$ cat src/hw/rtl/lmst_pkg.sv
// Shared types and constants for the local mean / deviation threshold block.
// Holds the controller-datapath command and status structs and register indexes.
// Depends on nothing.
package lmst_pkg;

  localparam int CFG_AW = 2;
  localparam int CFG_DW = 16;

  localparam logic [CFG_AW-1:0] REG_WIDTH  = 2'd0;
  localparam logic [CFG_AW-1:0] REG_HEIGHT = 2'd1;
  localparam logic [CFG_AW-1:0] REG_WINDOW = 2'd2;
  localparam logic [CFG_AW-1:0] REG_COEF   = 2'd3;

  // Number of registered stages in the threshold compare pipeline.
  localparam int CALC_CYCLES = 6;

  typedef struct packed {
    logic take;        // latch the accepted item
    logic prep;        // wrap check, line store write, set up the emission run
    logic scan_start;  // start the window scan of the current output column
    logic scan_step;   // issue one line store read
    logic load_out;    // move the threshold bit into the output register
    logic finish;      // advance the input position
  } cmd_t;

  typedef struct packed {
    logic prep_ignore; // drain item during the image rows
    logic prep_more;   // at least one result follows from this item
    logic all_issued;  // every window read has been issued
    logic scan_idle;   // all window reads have landed in the sums
    logic out_free;    // output register can take a result
    logic next_more;   // another result follows the one being loaded
  } sts_t;

endpackage

$ cat src/hw/rtl/lmst_ctrl.sv
// Controller state machine: sequences prep, window scan, compare wait and output.
// Uses lmst_pkg for the command and status structs.
module lmst_ctrl import lmst_pkg::*; (
  input  logic clk,
  input  logic rst,
  input  logic s_tvalid,
  output logic s_tready,
  input  sts_t sts,
  output cmd_t cmd
);

  typedef enum logic [2:0] {
    ST_IDLE, ST_PREP, ST_START, ST_SCAN, ST_CALC, ST_LOAD, ST_FINISH
  } state_t;

  localparam int CCW = $clog2(CALC_CYCLES);

  state_t         state;
  logic [CCW-1:0] calc_cnt;

  always_ff @(posedge clk) begin
    if (rst) begin
      state    <= ST_IDLE;
      calc_cnt <= '0;
    end else begin
      unique case (state)
        ST_IDLE: begin
          if (s_tvalid) state <= ST_PREP;
        end
        ST_PREP: begin
          if (sts.prep_ignore) state <= ST_IDLE;
          else if (sts.prep_more) state <= ST_START;
          else state <= ST_FINISH;
        end
        ST_START: begin
          state <= ST_SCAN;
        end
        ST_SCAN: begin
          calc_cnt <= '0;
          if (sts.scan_idle) state <= ST_CALC;
        end
        ST_CALC: begin
          calc_cnt <= calc_cnt + CCW'(1);
          if (32'(calc_cnt) == CALC_CYCLES - 1) state <= ST_LOAD;
        end
        ST_LOAD: begin
          if (sts.out_free) state <= sts.next_more ? ST_START : ST_FINISH;
        end
        ST_FINISH: begin
          state <= ST_IDLE;
        end
        default: state <= ST_IDLE;
      endcase
    end
  end

  always_comb begin
    s_tready       = (state == ST_IDLE);
    cmd.take       = (state == ST_IDLE) && s_tvalid;
    cmd.prep       = (state == ST_PREP);
    cmd.scan_start = (state == ST_START);
    cmd.scan_step  = (state == ST_SCAN) && !sts.all_issued;
    cmd.load_out   = (state == ST_LOAD) && sts.out_free;
    cmd.finish     = (state == ST_FINISH);
  end

endmodule

$ cat config.mk
export PLATFORM = sky130hd
export DESIGN_NAME = lmst_ctrl
export DESIGN_NICKNAME = d
export VERILOG_FILES = /design/src/hw/rtl/lmst_pkg.sv /design/src/hw/rtl/lmst_ctrl.sv
export SDC_FILE = /design/constraint.sdc
export NUM_CORES = 1
export LEC_CHECK = 0
export BUFFER_PORTS_ARGS = -buffer_cell sky130_fd_sc_hd__buf_2
export CORE_AREA = 2 2 39 41
export DETAILED_ROUTE_END_ITERATION = 10
export DIE_AREA = 0 0 41 43
export GPL_ROUTABILITY_DRIVEN = 0
export SYNTH_ARGS = -nofsm -noshare
export SYNTH_HDL_FRONTEND = slang
export SYNTH_SLANG_ARGS = --single-unit
$ cat constraint.sdc
create_clock -name clk -period 1.4 [get_ports clk]
set_clock_uncertainty 0.2 [all_clocks]
set_input_delay 0.14 -clock clk [delete_from_list [all_inputs] [get_ports clk]]
set_output_delay 0.14 -clock clk [all_outputs]
set_load 0.05 [all_outputs]
==> metrics.txt <==
# TYPE chip_impl_metric gauge
chip_impl_metric{name="synth_sequential_area_ratio",unit="%"} 26.5
chip_impl_info{name="setup.worst_path.end_class",value="primary output"} 1
chip_impl_metric{name="drt_pre_antenna_iters",unit=""} 4
chip_impl_metric{name="antenna_found_initial",unit=""} 0
chip_impl_info{name="synthTopCellsByCount",value="6 x dfxtp_1, 5 x a21oi_1, 5 x nor3_1, 3 x inv_1"} 1
chip_impl_metric{name="synth_nets",unit=""} 65
chip_impl_metric{name="post-route-period-util",unit="%"} 110
chip_impl_metric{name="synth.yosys.warnings",unit=""} 0
chip_impl_info{name="timing.critical_path.from_type",value="flop"} 1
chip_impl_metric{name="timing.critical_path.fanout_max",unit=""} 6
chip_impl_metric{name="synth-edff-count",unit=""} 0
chip_impl_metric{name="vdd_ir_drop_max",unit="uV"} 1320
chip_impl_metric{name="clock.fmax",unit="MHz"} 647
chip_impl_info{name="yosysTopAreaCell",value="dfxtp_1"} 1
chip_impl_info{name="synth_flop_cell",value="dfxtp_1"} 1
chip_impl_metric{name="cap_viol_max_count",unit=""} 0
chip_impl_metric{name="avgViaCountPerCell",unit=""} 5.20
chip_impl_metric{name="timing.slew.headroom",unit="%"} 83.3
chip_impl_metric{name="remaining_drc_errors",unit=""} 0
chip_impl_metric{name="flow.area_growth_from_synthesis",unit="%"} 103
chip_impl_metric{name="final_setup_violations",unit=""} 10
chip_impl_metric{name="globalRouteTotalUtil",unit="%"} 17.6
chip_impl_metric{name="setup_tns",unit="ps"} -909
chip_impl_metric{name="number_of_sinks_handled_by_clock_tree_synthesis",unit=""} 6
chip_impl_metric{name="first_global_vias",unit=""} 529
chip_impl_metric{name="initial_core_util",unit="%"} 32.7
chip_impl_metric{name="detail-route-antenna-nets",unit=""} 0
chip_impl_metric{name="vias",unit=""} 567
chip_impl_metric{name="synthArstFlopShare",unit="%"} 0
chip_impl_info{name="synthTopCellsByArea",value="dfxtp_1 27%, a21oi_1 5.5%, ha_1 5.5%, nor3_1 5.5%, a31oi_4 4.7%"} 1
chip_impl_info{name="result_of_the_run",value="complete, but fails checks"} 1
chip_impl_metric{name="share_of_final_layout_standard_cells_stronger_than_drive_strength_1",unit="%"} 67.7
chip_impl_metric{name="placedInstanceArea",unit="um^2"} 697
chip_impl_metric{name="power_leakage",unit="nW"} 0.397
chip_impl_metric{name="die_area",unit="um^2"} 1760
chip_impl_metric{name="routed_wirelength",unit="mm"} 1.36
chip_impl_metric{name="cts_inserted_buffers",unit=""} 3
chip_impl_metric{name="netlist_area",unit="um^2"} 453
chip_impl_info{name="cts_root_buffer",value="clkbuf_4"} 1
chip_impl_metric{name="worst_skew_pair.late_latency",unit="ps"} 250
chip_impl_metric{name="ctsHtreeMaxLevel",unit=""} 1
chip_impl_metric{name="synthCells",unit=""} 54
chip_impl_metric{name="core.rowCount",unit=""} 14
chip_impl_info{name="critPathKind",value="flop to primary output"} 1
chip_impl_metric{name="design.portCount",unit=""} 16
chip_impl_metric{name="path_clk_slew",unit="ps"} 50
chip_impl_metric{name="core_area",unit="um^2"} 1380
chip_impl_metric{name="diodes",unit=""} 0
chip_impl_metric{name="yosys_register_bits",unit=""} 6
chip_impl_metric{name="ys_types",unit=""} 30
chip_impl_metric{name="routed_wire_length_per_instance",unit="um"} 12.5
chip_impl_metric{name="holdPathStages",unit=""} 4
chip_impl_metric{name="grt_first_pass_wirelength",unit="mm"} 2.11
chip_impl_info{name="cts_tree",value="built"} 1
chip_impl_info{name="unrepaired_setup_endpoints_after_global_routing",value="true"} 1
chip_impl_metric{name="utilization",unit="%"} 66.4
chip_impl_metric{name="cp.arrival",unit="ps"} 1200
chip_impl_metric{name="post-synth-top-area-fraction",unit="%"} 26.5
chip_impl_info{name="yosys.cell_count.top_type",value="dfxtp_1"} 1
chip_impl_metric{name="grt_start_max_net_pins",unit=""} 10
chip_impl_metric{name="die_x",unit="um"} 41
chip_impl_metric{name="final_net_count",unit=""} 106
chip_impl_metric{name="r2r_cells",unit=""} 5
chip_impl_metric{name="critical_path_required",unit="ps"} 1060
chip_impl_metric{name="worst_pin_slew",unit="ps"} 253
chip_impl_metric{name="fp.dieH",unit="um"} 43
chip_impl_metric{name="port_buffers",unit=""} 15
chip_impl_metric{name="report.final.slew_viol_count",unit=""} 0
chip_impl_info{name="min-delay-path-class",value="primary input to flop"} 1
chip_impl_metric{name="min_period",unit="ps"} 1540
chip_impl_metric{name="detailed_place_hpwl",unit="um"} 888
chip_impl_info{name="violations",value="setup timing"} 1
chip_impl_metric{name="cellPowerDensity",unit="nW/um^2"} 2190
chip_impl_metric{name="overflow",unit=""} 0
chip_impl_metric{name="avgSynthCellArea",unit="um^2"} 8.39
chip_impl_metric{name="finish.instance_area",unit="um^2"} 918
chip_impl_metric{name="drt_iter0_drc",unit=""} 4
chip_impl_metric{name="clockBufferDepth",unit=""} 2
chip_impl_metric{name="report.final.hold_viol_count",unit=""} 0
chip_impl_metric{name="finalWorstSetupSlack",unit="ps"} -145
==> worst max-delay path, cell delays in order (launching register included) <==
cell and delay, ps:
dfxtp_4 360, buf_6 120, nor3_4 180, and2_4 170, buf_8 130
==> power breakdown <==
| group | internal, mW | switching, mW | total, mW | leakage [nW] |
|---|---|---|---|---|
| Combinational | 0.763 | 0.755 | 1.52 | 0.332 |
| Clock | 0.0975 | 0.0697 | 0.167 | 0.0138 |
| Sequential | 0.243 | 0.0811 | 0.324 | 0.0511 |
==> kinds of logic (layout without fill, tap and decap cells) <==
kind of cell / Yosys count / count (layout) / synth area share [%]
AOI/OAI and AO/OA: 18 / 18 / 30.4
adders and majority gates: 2 / 2 / 5.52
buffers and inverters: 6 / 45 / 6.90
DFF: 6 / 6 / 26.5
and+or+nand+nor: 22 / 22 / 30.7
==> metrics by stage <==
stage	hold WS, ps	power (mW)	worst slack (ps)	instances
after detailed placement	204	1.42	-109	98
after global routing	190	2.12	-190	109
after global placement	200	1.40	-68.8	98
after floorplan	4.97	1.10	-268	54
final	161	2.01	-145	109
after CTS	125	1.84	-150	106
==> cells in the final DEF, fill, tap and decap left out, types with 2 or more instances in the layout <==
cell / count
a211oi_1: 2
a21oi_1: 5
a31o_2: 2
a31oi_1: 2
buf_2: 9
buf_4: 16
buf_6: 10
buf_8: 3
clkbuf_4: 3
dfxtp_1: 3
dfxtp_4: 3
ha_1: 2
nand2b_1: 2
nor2_1: 2
nor3_1: 2
nor3_4: 3
o21ai_0: 2
==> path summary, 6_finish.rpt <==
| path | slack [ps] | end | startpoint |
|---|---|---|---|
| setup / recovery | -140 | cmd[5] | state[2] |
| setup reg to reg | -90 | state[0] | state[2] |
| hold reg to reg | 370 | calc_cnt[2] | calc_cnt[2] |
| hold / removal | 160 | state[2] | sts[0] |
==> cell type report <==
cell class,count,area (um^2)
clock buffer,3,22.5
inverter,3,18.8
timing repair buffer,39,333
fill,109,465
tap,16,20.0
multi-input combinational,42,393
sequential,6,131
==> sequential cells by signal (all words and copies together) (netlist names) <==
register / cells
calc_cnt: 3
state: 3
==> metal layers <==
layer / track usage (%) / wire length (um) / part of all wire (%) / up-vias
met1: 22.5 / 592 / 44 / 273
met5: 0 / 0 / 0 / -
met3: 7.85 / 38 / 2.8 / 0
met4: 2.00 / 0 / 0 / 0
met2: 27.5 / 729 / 54 / 7
li1: - / - / - / 287
==> repair_timing <==
action                                  4_1_cts  5_1_grt
pin swaps                                     8        4
hold endpoints to repair                      4        0
buffers inserted                              4        3
endpoints found under the setup margin       10       11
hold buffers                                  1        0
resized for setup                            29       11
No activity file was read; power rests on OpenSTA's default activity.
